==> config.mk <==
export PLATFORM = sky130hd
export DESIGN_NAME = chji_div
export DESIGN_NICKNAME = d
export VERILOG_FILES = /design/src/rtl/core/chji_pkg.sv /design/src/rtl/core/chji_div.sv
export SDC_FILE = /design/constraint.sdc
export NUM_CORES = 1
export LEC_CHECK = 0
export BUFFER_PORTS_ARGS = -buffer_cell sky130_fd_sc_hd__buf_2
export CAP_MARGIN = 20
export CORE_AREA = 2 2 124 126
export DETAILED_ROUTE_END_ITERATION = 10
export DIE_AREA = 0 0 126 128
export PLACE_DENSITY_LB_ADDON = 0.3
export SYNTH_ARGS = -nofsm -noshare
export SYNTH_HDL_FRONTEND = slang
export SYNTH_SLANG_ARGS = --single-unit
==> constraint.sdc <==
create_clock -name aclk -period 3.99 [get_ports aclk]
set_input_delay 0.5985 -clock aclk [delete_from_list [all_inputs] [get_ports aclk]]
set_output_delay 0.5985 -clock aclk [all_outputs]
set_load 0.005 [all_outputs]
==> src/rtl/core/chji_pkg.sv <==
// chji_pkg: shared types, constants and fixed-point helpers of the cubic
// hermite joint interpolator core
// depends on nothing; used by every module under rtl/core
package chji_pkg;

    localparam int DEF_NUM_JOINTS   = 6;
    localparam int DEF_NUM_SEGMENTS = 256;
    localparam int DEF_DATA_WIDTH   = 32;

    localparam int COEF_W = 48;   // stored coefficient width, signed Q32.16
    localparam int ACC_W  = 54;   // evaluation accumulator, holds +-2^52
    localparam int NUM_W  = 64;   // divider numerator and quotient width
    localparam int DEN_W  = 32;   // divider denominator width

    localparam logic [1:0] STATUS_OK       = 2'd0;
    localparam logic [1:0] STATUS_ZERO_DUR = 2'd1;
    localparam logic [1:0] STATUS_SAT      = 2'd2;

    localparam logic MODE_LOAD = 1'b0;
    localparam logic MODE_EVAL = 1'b1;

    typedef struct packed {
        logic signed [COEF_W-1:0] c0;
        logic signed [COEF_W-1:0] c1;
        logic signed [COEF_W-1:0] c2;
        logic signed [COEF_W-1:0] c3;
    } coeff_entry_t;

    // quotient magnitude limited to 2^47
    function automatic logic [47:0] cap_mag47(input logic [NUM_W-1:0] quot);
        cap_mag47 = (quot > 64'h0000_8000_0000_0000) ? 48'h8000_0000_0000 : quot[47:0];
    endfunction

    function automatic logic signed [48:0] apply_sign49(input logic [47:0] mag,
                                                       input logic neg);
        logic signed [48:0] v;
        v = {1'b0, mag};
        apply_sign49 = neg ? -v : v;
    endfunction

    // clamp to magnitude 2^46
    function automatic logic signed [47:0] clamp46(input logic signed [49:0] v);
        if (v > 50'sh0_4000_0000_0000) begin
            clamp46 = 48'sh4000_0000_0000;
        end else if (v < -50'sh0_4000_0000_0000) begin
            clamp46 = -48'sh4000_0000_0000;
        end else begin
            clamp46 = v[47:0];
        end
    endfunction

    // saturate to 48 signed bits; the value never goes below -2^47
    function automatic logic signed [47:0] sat48(input logic signed [48:0] v);
        sat48 = (v > 49'sh0_7FFF_FFFF_FFFF) ? 48'sh7FFF_FFFF_FFFF : v[47:0];
    endfunction

    // numerator of a division by the duration: magnitude times 2^16
    function automatic logic [NUM_W-1:0] div_numer(input logic [47:0] mag);
        div_numer = {mag, 16'h0000};
    endfunction

    function automatic logic signed [ACC_W-1:0] sx48(input logic signed [47:0] v);
        sx48 = {{(ACC_W-48){v[47]}}, v};
    endfunction

endpackage

==> src/rtl/core/chji_div.sv <==
// chji_div: radix-2 restoring divider, 64-bit numerator by 32-bit divisor,
// one quotient bit per cycle
// depends on chji_pkg
module chji_div (
    input  logic                          aclk,
    input  logic                          aresetn,
    input  logic                          start,
    input  logic [chji_pkg::NUM_W-1:0]    numer,
    input  logic [chji_pkg::DEN_W-1:0]    denom,
    output logic                          done,
    output logic [chji_pkg::NUM_W-1:0]    quot
);

    localparam int CNT_W = $clog2(chji_pkg::NUM_W + 1);

    logic [chji_pkg::NUM_W-1:0] q_reg;
    logic [chji_pkg::DEN_W-1:0] d_reg;
    logic [chji_pkg::DEN_W-1:0] rem_reg;
    logic [CNT_W-1:0]           cnt_reg;
    logic                       done_reg;

    logic [chji_pkg::DEN_W:0]   trial;
    logic                       fits;

    always_comb begin
        trial = {rem_reg, q_reg[chji_pkg::NUM_W-1]};
        fits  = (trial >= {1'b0, d_reg});
    end

    always_ff @(posedge aclk) begin
        if (!aresetn) begin
            cnt_reg  <= '0;
            done_reg <= 1'b0;
        end else begin
            done_reg <= 1'b0;
            if (start) begin
                cnt_reg <= CNT_W'(chji_pkg::NUM_W);
            end else if (cnt_reg != '0) begin
                cnt_reg <= cnt_reg - 1'b1;
                if (cnt_reg == CNT_W'(1)) begin
                    done_reg <= 1'b1;
                end
            end
        end
    end

    always_ff @(posedge aclk) begin
        if (start) begin
            q_reg   <= numer;
            d_reg   <= denom;
            rem_reg <= '0;
        end else if (cnt_reg != '0) begin
            rem_reg <= fits ? chji_pkg::DEN_W'(trial - {1'b0, d_reg})
                            : trial[chji_pkg::DEN_W-1:0];
            q_reg   <= {q_reg[chji_pkg::NUM_W-2:0], fits};
        end
    end

    assign done = done_reg;
    assign quot = q_reg;

endmodule

==> Word-level counts from Yosys, hierarchy flattened <==
Index checks and enable logic that the tools add are counted.
{ "totals": {"regBits": 136, "out_inout_bits": 65, "elab_cells": 22} }
{ "op_classes": {"addsub": 2, "n_lt_le_gt_ge": 1, "n_eq_ne": 1, "muxes": 6, "n_bitwise": 2, "n_reduce_logical": 4} }
{ "ops": {"columns": ["operator", "count"], "rows": [
  ["$mux W64", 2],
  ["$ge A33 B32 Y1", 1],
  ["$mux W32", 1],
  ["$sub A32 B32 Y32", 1],
  ["$mux W7", 2],
  ["$eq A7 B1 Y1 const B", 1],
  ["$reduce_bool A7 Y1", 1],
  ["$sub A7 B1 Y7 const B", 1],
  ["$reduce_or A3 Y1", 1],
  ["$not A1 Y1", 2],
  ["$reduce_bool A2 Y1", 1],
  ["$reduce_or A2 Y1", 1],
  ["$mux W1", 1]
]} }

==> Longest topological paths before layout <==
{ "logic_depth": {"ltp_word": 3, "ltp_mapped": 14} }

==> Worst setup path before layout <==
OpenSTA, ideal clock, no wires.
{ "synth_path": {"kind": "reg2reg", "from": "reg d_reg[18] in the netlist's numbering", "to": "reg q_reg, in the netlist quot[0] (data pin)", "setup_time_ps": 260, "arrival_time_ps": 2695, "setup_slack_ps": 1035, "path_stages_with_launch": 12, "n_path_buf": 1, "period_less_slack_ps": 2955, "path_cell_list": "edfxtp_1 inv_1 ha_1 a21o_1 a21oi_2 o211ai_1 a31o_1 a221o_1 a41oi_2 nand2_1 buf_2 mux2_2"} }
{ "synth_via": {"elab_chain_cells": 3} }
{ "synth_lines": {"columns": ["item", "line_no", "text"], "rows": [
  ["start: declaration", "chji_div.sv:17", "logic [chji_pkg::DEN_W-1:0] d_reg;"],
  ["start signal: assignment", "chji_div.sv:50", "d_reg <= denom;"],
  ["$ge A33 B32 Y1", "chji_div.sv:27", "fits = (trial >= {1'b0, d_reg});"],
  ["$mux W64", "chji_div.sv:52", "end else if (cnt_reg != '0) begin"],
  ["$mux W64", "chji_div.sv:48", "if (start) begin"],
  ["end signal: assignment", "chji_div.sv:49", "q_reg <= numer;"],
  ["end signal: assignment", "chji_div.sv:55", "q_reg <= {q_reg[chji_pkg::NUM_W-2:0], fits};"],
  ["end: declaration", "chji_div.sv:16", "logic [chji_pkg::NUM_W-1:0] q_reg;"]
]} }
Every way passes these cells. The select of a mux whose other input is x is not followed.
A chain may end at the register's enable or synchronous reset.

==> Worst setup path in the final report <==
{ "layout_path": {"from": "reg d_reg[3] in the netlist's numbering", "to": "reg rem_reg[21] in the netlist's numbering"} }
{ "layout_via": {"elab_chain_cells": 2, "word_cells_on_any_way": 3, "cone_classes": "add/sub: 1; order compare: 1; mux: 1"} }
{ "layout_lines": {"columns": ["item", "line_no", "text"], "rows": [
  ["$sub A32 B32 Y32 or $ge A33 B32 Y1 (tied branches)", "chji_div.sv:53, chji_div.sv:27", null],
  ["$mux W32 *", "chji_div.sv:53", "rem_reg <= fits ? chji_pkg::DEN_W'(trial - {1'b0, d_reg})"],
  ["end signal: assignment", "chji_div.sv:53", null],
  ["end: declaration", "chji_div.sv:18", "logic [chji_pkg::DEN_W-1:0] rem_reg;"]
]} }
Mark *: on every way between the ends. The rest lies on a longest branch, timed or not.

==> summary.txt <==
Status: completed
Critical path data arrival time: 3.55 ns
Crit end category: register
WHS: 0.340 ns
Routability cong.: 0.904
CP required: 4.27 ns
Worst-path clk slew: 0.06 ns
FILL cells: 1289
Drt pass-1 iters: 5
Largest stage delay, worst path: 0.45 ns
Overall power consumption: 6.11 mW
Initial antenna violation count: 1
FFs w/ async S/R, synth: 0%
DP Area: 8180 sq um
Tot GR Track Use: 21.9%
Critical Path Most Common Cell: nand4_1
Maxcap violations: 0
Endpoints failing hold: 0
Crit path cell chain: inv_1 > ha_1 > a21o_1 > a21oi_1 > a211oi_1 > o41ai_1 > nand4_1 > nand4_1 > nand2_1 > buf_4 > mux2i_1 > o21ai_0
Syn nets: 788
LEAKAGE: 3.79 nW
Combinational power share: 38.3%
Synth Flop Type: edfxtp_1
Post-synthesis register bit count: 136
Post-synth EDFFs: 96
Iteration-0 DRC Markers: 434
Fin crit period: 3.27 ns
Port Buf Inserts: 163
RSZ-0062 raised after global routing: false
Worst reg-to-reg setup slack: 0.72 ns
HPWL after detailed placement: 12400 um
Avg Cell Area, Syn: 11.0 sq um
Sequential-to-total area share from yosys stat: 51.1%
Max VDD drop: 0.337 mV
IO Pins: 164
Type of the most critical hold path: primary input to register
Max reg flops: 64
Final ANT Viol Nets: 0
Area of the multi-input gates: 3230 sq um
Final-report setup violation count: 0
Slowest-stage cell, CP: o41ai_1
Pwr per Cell Area: 699 nW/um^2
Site Rows: 45
Core area: 14900 sq um
Starting density of the core: 48.5%
Reg area: 3680 sq um
CTS sink cnt: 136
Final worst-path cycle share: 82.0%
CTS Buf Count: 17
Max_slew headroom: 29.0%
Worst Path Buf+Inv: 2
Post-route cell area: 8750 sq um
Delay-heaviest family, CP: compound AO/OA/AOI/OAI gates
Grt total ovfl: 0
First-pass GRT wire length: 28300 um
Synthesis warning total: 0
Vias: 5681
Post-Syn Area: 7210 sq um
Total Wirelength: 17200 um
Fmax: 306 MHz
Remaining DRCs: 0
Routed len/inst: 17.0 um
CTS root buf: clkbuf_16
Setup_tns: 0 ns
Max Slew Vio Count: 0
Post-CTS Setup Bufs: 0
Clock skew: 0.0223 ns
Final Net Count: 947
Clk buf depth: 2
Largest net degree at the start of global routing: 62
Die area: 16100 sq um
Fraction of layout cells with a size suffix above 1: 32.9%
Worst setup path class: register to register
Synth unique cells: 56
PostCTS Resize Cnt: 0
Critical path launch point type: register
DIE HEIGHT: 128 um
Clk network pwr share: 24.9%
Critical Path Fanout Max: 10
Internal: 3.87 mW
Area delta synth->final: 21.4%
ANT cells: 0
Skew-Pair Late Insertion Delay: 0.43 ns
Vias in the first global route: 5790
Actual slew at the worst max-slew pin: 1.06 ns
CTS tree: yes
Sw Ratio: 36.7%
Vias per cell: 5.60
Sequential share of power: 36.8%
H-tree depth: 4
Switching power: 2.24 mW
Post-synthesis cell count: 654
Chip Width: 126 um
Hold Buf Count CTS: 0
==> layout by cell type (no fill, tap or decap), types with 3 or more instances in the layout <==
master	count
o211ai_1	3
buf_4	10
nor2b_1	5
a31oi_1	5
o32ai_1	3
o21a_1	3
and3_1	5
o21ai_0	19
edfxtp_1	96
nor3_1	5
ha_1	34
xor2_1	10
mux2_2	64
nor2_1	43
a21o_1	16
o21bai_1	3
o31ai_1	5
nand2b_1	4
nand2_1	67
nand3_1	17
or3_1	3
nand4_1	11
a211oi_1	6
a221o_1	3
a21oi_1	38
inv_1	38
and2_1	6
dfxtp_1	40
a311oi_1	13
clkbuf_16	17
xnor2_1	24
inv_6	6
o311ai_0	4
buf_2	162
==> cells by family after synthesis <==
| family | count (synthesis) | share of synthesized area, % |
|---|---|---|
| AO/OA/AOI/OAI | 137 | 13.1 |
| XOR/XNOR | 34 | 4.13 |
| adder cells (fa/ha/maj) | 35 | 6.18 |
| buffers and inverters | 71 | 4.05 |
| flip-flops | 136 | 51.1 |
| multiplexers | 65 | 10.1 |
| AND/OR/NAND/NOR | 176 | 11.3 |
==> per-layer routing <==
metal	share of wire, %	global-route usage, %	vias to the layer above
li1	-	-	2744
met1	43	27.4	2696
met2	46	34.9	207
met3	7.2	7.22	34
met4	2.9	9.63	0
met5	0	0	-
==> path summary, 6_finish.rpt <==
kind | startpoint | to | cells past startpoint
worst max-delay path | d_reg[3] | rem_reg[21] | 12
worst min-delay path | denom[17] | d_reg[17] | 1
worst max register to register | d_reg[3] | rem_reg[21] | 12
worst min register to register | rem_reg[8] | rem_reg[8] | 2
==> worst reg2reg max path, stage by stage (launching register included) <==
cell,delay [ns]
edfxtp_1,0.32
inv_1,0.05
ha_1,0.37
a21o_1,0.21
a21oi_1,0.23
a211oi_1,0.13
o41ai_1,0.45
nand4_1,0.26
nand4_1,0.28
nand2_1,0.30
buf_4,0.29
mux2i_1,0.15
o21ai_0,0.09
==> area by class of cell <==
| type | instances | area share, % |
|---|---|---|
| Sequential cell | 136 | 42.1 |
| Clock inverter | 14 | 1.59 |
| Clock buffer | 18 | 4.90 |
| Multi-Input combinational cell | 447 | 36.9 |
| Timing Repair Buffer | 172 | 10.1 |
| Tap cell | 188 | 2.69 |
| Inverter | 39 | 1.67 |
==> synth_stat cells (all sizes together), types with 14 or more instances <==
library cell  number  area [sq um]
a21o              16           120
a21oi             39           199
a311oi            14           129
clkbuf            26          97.6
dfxtp             40           801
edfxtp            96          2880
ha                34           425
inv               39           146
mux2              64           721
nand2             67           251
nand3             17          85.1
nor2              43           161
o21ai             19          95.1
xnor2             24           210
==> per-stage QoR <==
step,worst slack (ns),utilization (%),cells
final,0.720,58.9,1014
after global placement,0.895,55.0,982
after floorplan,1.03,-,654
after detailed placement,0.704,55.0,982
after global routing,0.425,58.9,1014
after CTS,0.708,58.9,1014
==> power groups by stage <==
stage / Sequential (mW) / Clock [mW] / Combinational (mW)
final: 2.25 / 1.52 / 2.34
after global routing: 2.30 / 1.61 / 2.60
after CTS: 2.25 / 1.55 / 2.34
after detailed placement: 2.27 / 0 / 2.33
after global placement: 2.25 / 0 / 2.28
after floorplan: 2.25 / 0 / 1.61
No activity file was read; power rests on OpenSTA's default activity.
