===== config.mk =====
export PLATFORM = sky130hd
export DESIGN_NAME = chji_mac
export DESIGN_NICKNAME = d
export VERILOG_FILES = /design/src/rtl/core/chji_pkg.sv /design/src/rtl/core/chji_mac.sv
export SDC_FILE = /design/constraint.sdc
export NUM_CORES = 2
export LEC_CHECK = 0
export ABC_AREA = 1
export BUFFER_PORTS_ARGS = -buffer_cell sky130_fd_sc_hd__buf_4
export CAP_MARGIN = 0
export CORE_ASPECT_RATIO = 0.8
export CORE_UTILIZATION = 30
export CTS_BUF_LIST = sky130_fd_sc_hd__clkbuf_4 sky130_fd_sc_hd__clkbuf_8
export DETAILED_ROUTE_END_ITERATION = 12
export SYNTH_ARGS = -nofsm -noshare
export SYNTH_HDL_FRONTEND = slang
export SYNTH_SLANG_ARGS = --single-unit

===== constraint.sdc =====
create_clock -name aclk -period 8.8 [get_ports aclk]
set_clock_uncertainty 0.05 [all_clocks]
set_input_delay 0.44 -clock aclk [delete_from_list [all_inputs] [get_ports aclk]]
set_output_delay 0.44 -clock aclk [all_outputs]
set_load 0.02 [all_outputs]

===== src/rtl/core/chji_pkg.sv =====
// chji_pkg: shared types, constants and fixed-point helpers of the cubic
// hermite joint interpolator core
// depends on nothing; used by every module under rtl/core
package chji_pkg;

    localparam int DEF_NUM_JOINTS   = 6;
    localparam int DEF_NUM_SEGMENTS = 256;
    localparam int DEF_DATA_WIDTH   = 32;

    localparam int COEF_W = 48;   // stored coefficient width, signed Q32.16
    localparam int ACC_W  = 54;   // evaluation accumulator, holds +-2^52
    localparam int NUM_W  = 64;   // divider numerator and quotient width
    localparam int DEN_W  = 32;   // divider denominator width

    localparam logic [1:0] STATUS_OK       = 2'd0;
    localparam logic [1:0] STATUS_ZERO_DUR = 2'd1;
    localparam logic [1:0] STATUS_SAT      = 2'd2;

    localparam logic MODE_LOAD = 1'b0;
    localparam logic MODE_EVAL = 1'b1;

    typedef struct packed {
        logic signed [COEF_W-1:0] c0;
        logic signed [COEF_W-1:0] c1;
        logic signed [COEF_W-1:0] c2;
        logic signed [COEF_W-1:0] c3;
    } coeff_entry_t;

    // quotient magnitude limited to 2^47
    function automatic logic [47:0] cap_mag47(input logic [NUM_W-1:0] quot);
        cap_mag47 = (quot > 64'h0000_8000_0000_0000) ? 48'h8000_0000_0000 : quot[47:0];
    endfunction

    function automatic logic signed [48:0] apply_sign49(input logic [47:0] mag,
                                                       input logic neg);
        logic signed [48:0] v;
        v = {1'b0, mag};
        apply_sign49 = neg ? -v : v;
    endfunction

    // clamp to magnitude 2^46
    function automatic logic signed [47:0] clamp46(input logic signed [49:0] v);
        if (v > 50'sh0_4000_0000_0000) begin
            clamp46 = 48'sh4000_0000_0000;
        end else if (v < -50'sh0_4000_0000_0000) begin
            clamp46 = -48'sh4000_0000_0000;
        end else begin
            clamp46 = v[47:0];
        end
    endfunction

    // saturate to 48 signed bits; the value never goes below -2^47
    function automatic logic signed [47:0] sat48(input logic signed [48:0] v);
        sat48 = (v > 49'sh0_7FFF_FFFF_FFFF) ? 48'sh7FFF_FFFF_FFFF : v[47:0];
    endfunction

    // numerator of a division by the duration: magnitude times 2^16
    function automatic logic [NUM_W-1:0] div_numer(input logic [47:0] mag);
        div_numer = {mag, 16'h0000};
    endfunction

    function automatic logic signed [ACC_W-1:0] sx48(input logic signed [47:0] v);
        sx48 = {{(ACC_W-48){v[47]}}, v};
    endfunction

endpackage


===== src/rtl/core/chji_mac.sv =====
// chji_mac: clamped horner step add + trunc(x*t/2^16) on one shared
// 32x32 multiplier, high and low halves of |x| in two passes
// depends on chji_pkg
module chji_mac (
    input  logic                              aclk,
    input  logic                              aresetn,
    input  logic                              start,
    input  logic signed [chji_pkg::ACC_W-1:0] add_in,
    input  logic signed [chji_pkg::ACC_W-1:0] x_in,
    input  logic [31:0]                       t_in,
    output logic                              done,
    output logic signed [chji_pkg::ACC_W-1:0] result
);

    localparam int ACC_W = chji_pkg::ACC_W;

    logic [1:0]              phase_reg;
    logic                    done_reg;
    logic                    neg_reg;
    logic [52:0]             m_reg;
    logic signed [ACC_W-1:0] add_reg;
    logic [31:0]             t_reg;
    logic [52:0]             hi_reg;
    logic [63:0]             lo_reg;
    logic signed [ACC_W-1:0] res_reg;

    logic [31:0]             mul_a;
    logic [63:0]             mul_p;
    logic [53:0]             p_sum;
    logic [52:0]             p_mag;
    logic signed [ACC_W-1:0] p_signed;
    logic signed [ACC_W:0]   total;
    logic signed [ACC_W-1:0] clamped;
    logic signed [ACC_W-1:0] x_abs;

    always_comb begin
        x_abs = x_in[ACC_W-1] ? -x_in : x_in;
        mul_a = (phase_reg == 2'd1) ? {11'b0, m_reg[52:32]} : m_reg[31:0];
        mul_p = mul_a * t_reg;
        p_sum = {1'b0, hi_reg[36:0], 16'h0000} + {6'b0, lo_reg[63:16]};
        if (hi_reg > 53'h0_0010_0000_0000) begin
            p_mag = 53'h10_0000_0000_0000;
        end else if (p_sum > 54'h10_0000_0000_0000) begin
            p_mag = 53'h10_0000_0000_0000;
        end else begin
            p_mag = p_sum[52:0];
        end
        p_signed = neg_reg ? -{1'b0, p_mag} : {1'b0, p_mag};
        total    = {add_reg[ACC_W-1], add_reg} + {p_signed[ACC_W-1], p_signed};
        if (total > 55'sh10_0000_0000_0000) begin
            clamped = 54'sh10_0000_0000_0000;
        end else if (total < -55'sh10_0000_0000_0000) begin
            clamped = -54'sh10_0000_0000_0000;
        end else begin
            clamped = total[ACC_W-1:0];
        end
    end

    always_ff @(posedge aclk) begin
        if (!aresetn) begin
            phase_reg <= 2'd0;
            done_reg  <= 1'b0;
        end else begin
            done_reg <= (phase_reg == 2'd3);
            unique case (phase_reg)
                2'd0: phase_reg <= start ? 2'd1 : 2'd0;
                2'd1: phase_reg <= 2'd2;
                2'd2: phase_reg <= 2'd3;
                2'd3: phase_reg <= 2'd0;
                default: phase_reg <= 2'd0;
            endcase
        end
    end

    always_ff @(posedge aclk) begin
        if (start && phase_reg == 2'd0) begin
            neg_reg <= x_in[ACC_W-1];
            m_reg   <= x_abs[52:0];
            add_reg <= add_in;
            t_reg   <= t_in;
        end
        if (phase_reg == 2'd1) begin
            hi_reg <= mul_p[52:0];
        end
        if (phase_reg == 2'd2) begin
            lo_reg <= mul_p;
        end
        if (phase_reg == 2'd3) begin
            res_reg <= clamped;
        end
    end

    assign done   = done_reg;
    assign result = res_reg;

endmodule


After elaboration in Yosys (flattened, before gate mapping):

Index checks and enable logic that the tools add are counted.

* RAM bits: 0
* input bits: 143
* ROM bits: 0
* memories kept: 0
* word-level logic and storage cells: 33
* latch bits: 0
* flip-flop bits (word level): 314
* output and inout port bits: 55

* div/mod/pow operators: 0
* bitwise gates (word level): 0
* reduce and logical (&&, ||, !) cells: 3
* equality and inequality tests: 3
* add/subtract/negate cells: 4
* $lt $le $gt $ge: 4
* multiply operators: 1
* multiplexer cells: 8
* shift-type cells: 0

Operator list (count)
* $mux W53: 3
* $mux W54: 2
* $mul A32 B32 Y64: 1
* $add A54 B54 Y55: 1
* $gt A55 B54 Y1 const B: 1
* $lt A55 B53 Y1 const B: 1
* $add A53 B48 Y54: 1
* $gt A54 B53 Y1 const B: 1
* $neg A53 Y54: 1
* $gt A53 B37 Y1 const B: 1
* $neg A53 Y53: 1
* $mux W32: 1
* $pmux W2 S4: 1
* $eq A2 B2 Y1 const B: 2
* $eq A2 B1 Y1 const B: 1
* $logic_not A2 Y1: 1
* $reduce_or A2 Y1: 1
* $logic_and A1 B1 Y1: 1
* $mux W1: 1

Depth between registers and ports, before layout:

* word-level depth: 9
* gate-level depth with buffers: 52
* mapped depth without buffers: 50

Worst setup path before layout:

Ideal clock, no wire load.

* kind: register -> register
* start: register phase_reg[1]
* end: register lo_reg[63] (data pin)
* arrival: 9.049 ns
* slack: -0.559 ns
* setup time: 0.260 ns
* required time: 8.490 ns
* clock period less this slack: 9.359 ns
* buffers on the path: 2
* cell stages (with the launch flop): 35
* cells stage by stage: dfxtp_1 > inv_1 > ha_1 > inv_1 > clkbuf_1 > or2_2 > o21ai_1 > clkinv_1 > clkbuf_1 > nand2_1 > fa_1 > inv_1 > fa_1 > fa_1 > fa_1 > fa_1 > inv_1 > fa_1 > inv_1 > fa_1 > inv_1 > fa_1 > inv_1 > ha_1 > a21oi_1 > o21ai_0 > a21oi_1 > o211ai_1 > a21oi_1 > inv_1 > a31oi_1 > o21ai_0 > nand3_1 > nand3_1 > xor2_1

* cells in the longest elaborated chain, start to end: 3

Ends and longest elaborated chain
* from (decl): line chji_mac.sv:17 `logic [1:0] phase_reg;`
* from (signal assigned): line chji_mac.sv:66 `2'd0: phase_reg <= start ? 2'd1 : 2'd0;`
* $eq A2 B1 Y1: line chji_mac.sv:38 `mul_a = (phase_reg == 2'd1) ? {11'b0, m_reg[52:32]} : m_reg[31:0];`
* $mux W32: line chji_mac.sv:38
* $mul A32 B32 Y64: line chji_mac.sv:39 `mul_p = mul_a * t_reg;`
* named net mul_p[63]: line chji_mac.sv:28 `logic [63:0] mul_p;`
* to (signal assigned): line chji_mac.sv:86 `lo_reg <= mul_p;`
* to (decl): line chji_mac.sv:24 `logic [63:0] lo_reg;`

The timed path passes the listed nets, and every way through them passes these cells.
A chain may end at the register's enable or synchronous reset.

Final worst setup path:

* start: register phase_reg[1]
* end: register lo_reg[58] (data pin)

The elaborated chain is that of the path after synthesis.

==> impl_metrics.json <==
{
  "fin_util_pct": 34.9,
  "cp-start-kind": "register",
  "tightestPinTransition_ns": 1.05,
  "slew_violations": 0,
  "cp-end-kind": "register",
  "vias": 44000,
  "syn_area_um2": 52600,
  "area_growth_syn_to_layout_pct": 15.5,
  "layout.nets": 8247,
  "fin_crit_ns": 8.46,
  "crit_top_cell": "fa_1",
  "cts_tree": "built",
  "cp.required_ns": 9.26,
  "start_util_pct": 30.2,
  "cts-root-buf": "clkbuf_8",
  "wl_per_cell_um": 19.5,
  "cts_buffers": 55,
  "grt_pass1_wl_um": 273000,
  "synth_fp_nets": 7821,
  "async_flop_share_pct": 0,
  "ant_nets": 0,
  "rows": 137,
  "crit_family": "adder cells",
  "synth_cells": 6422,
  "final_common_cell": "nand2_1",
  "htreeDepth": 2,
  "tns_ns": 0,
  "slew_headroom_pct": 29.7,
  "synth_cell_type_count": 58,
  "grt_usage_pct": 20.4,
  "ios": 198,
  "cp_max_fo": 12,
  "fp.dieH_um": 377,
  "post-route-drc-count": 0,
  "yosysTopAreaCellShare_pct": 34.2,
  "synth-edff-count": 295,
  "overflow": 0,
  "antenna_found_initial": 7,
  "drive_gt1_share_pct": 9.95,
  "cts_num_sinks": 298,
  "ys_warn_count": 0,
  "die-area_um2": 177000,
  "core_area_um2": 174000,
  "mostFrequentLayoutCells": "nand2_1 (1,558), inv_1 (1,421), fa_1 (898)",
  "drt_iter0_markers": 3699,
  "path_class": "register to register",
  "synth_largest_area_cell": "fa_1",
  "via_per_inst": 4.79,
  "rsz0062_at_grt": "false",
  "avgSynthCellArea_um2": 8.19,
  "ys_seq_elements": 298,
  "die_w_um": 470,
  "ys_seq_area_share_pct": 17.0,
  "max_stage_delay_ns": 0.59,
  "min_path_type": "input pin to register",
  "io_buffers": 197,
  "finalSetupViolations": 0,
  "critical_path_buf_inv_count": 10,
  "post-route-period-util_pct": 96.1,
  "arrival_ns": 8.92,
  "hpwlAfterDp_um": 152000,
  "finalHoldViolations": 0,
  "clock_path_buffers": 3,
  "max_freq_mhz": 118,
  "wl_um": 179000,
  "slowest_stage": "fa_1",
  "gp_congestion": 0.977,
  "status": "completed",
  "preCtsSetupSlack_ns": 0.178,
  "timing.max_cap.violations": 0,
  "synth_ff_type": "edfxtp_1",
  "clk_pin_slew_ns": 0.07,
  "layout_setup_ws_ns": 0.340,
  "synthTopCellsByArea": "fa_1 (34%), edfxtp_1 (17%), nand2_1 (11%)",
  "insertion_delay_ns": 0.77,
  "grt_pass1_vias": 45700,
  "grt_max_degree": 87,
  "first_pass_iters": 8
}
[cells by family after synthesis]
logic type                 after synthesis  share of synthesized area [%]
adders and majority gates             1256                           42.7
DFF                                    298                           17.0
AOI/OAI and AO/OA                      506                           5.63
and+or+nand+nor                       2494                           19.2
xor gates and xnor gates               204                           3.41
buffers and inverters                 1664                           12.1
[through the flow]
stage                     instances  instance area, µm²  hold WS [ns]
after floorplan                6422               52600         0.483
after global placement         8947               58100         0.568
after detailed placement       8947               58100         0.569
after CTS                      9164               60500       0.00227
after global routing           9177               60700        0.0228
final                          9182               60700        0.0595
[timing repair]
item / 4_1_cts / 5_1_grt
endpoints found under the setup margin: 0 / 34
buffers inserted: 0 / 11
hold endpoints to repair: 126 / 0
resized for setup: 0 / 28
hold buffers: 125 / 0
[cell usage after synthesis, types with 7 or more instances]
cell,n
buf_1,16
o21ai_0,115
clkbuf_1,157
nor3_1,30
o211ai_2,8
fa_1,898
o211ai_1,22
inv_2,24
a21o_1,11
o21ai_1,36
nand3_1,108
nor2_2,16
o41ai_1,10
nand2_2,26
xor2_1,112
a21oi_1,206
a31oi_1,39
nand3b_1,21
o21a_1,17
ha_1,358
nand2_1,1558
nor2_1,618
nand3_2,12
buf_6,9
o21ai_2,7
buf_2,13
nor4_1,28
clkinv_1,17
inv_1,1423
xnor2_1,91
o21bai_1,7
edfxtp_1,295
or2_2,24
nand4_1,35
and2_1,7
[routing by layer]
layer | vias to the layer above | part of all wire (%) | global-route usage (%)
li1 | 20200 | - | -
met4 | 2 | 3.7 | 6.98
met5 | - | 0.0072 | 0
met1 | 21600 | 42 | 26.7
met2 | 1866 | 44 | 31.7
met3 | 299 | 11 | 6.34
[final timing paths]
kind / start / to / slack, ns / cells past startpoint
setup / recovery: phase_reg[1] / lo_reg[58] / 0.34 / 29
hold / removal: x_in[53] / neg_reg / 0.06 / 1
setup reg to reg: phase_reg[1] / lo_reg[58] / 0.34 / 29
hold reg to reg: add_reg[0] / result[0] / 0.69 / 3
[area by class of cell]
| type | count | area (µm²) |
|---|---|---|
| diodes | 6 | 15.0 |
| repair inverters | 1 | 5.00 |
| clock buffers | 63 | 817 |
| fillers | 18200 | 113000 |
| repair buffers | 568 | 4830 |
| well taps | 2293 | 2870 |
| inverters | 1464 | 5510 |
| clock inverters | 29 | 353 |
| multi-input cells | 4460 | 37400 |
| flip-flops and latches | 298 | 8920 |
Power is left out: the tool's default activity adds up to more than one toggle a clock period on the data nets, which glitch-free logic cannot reach.
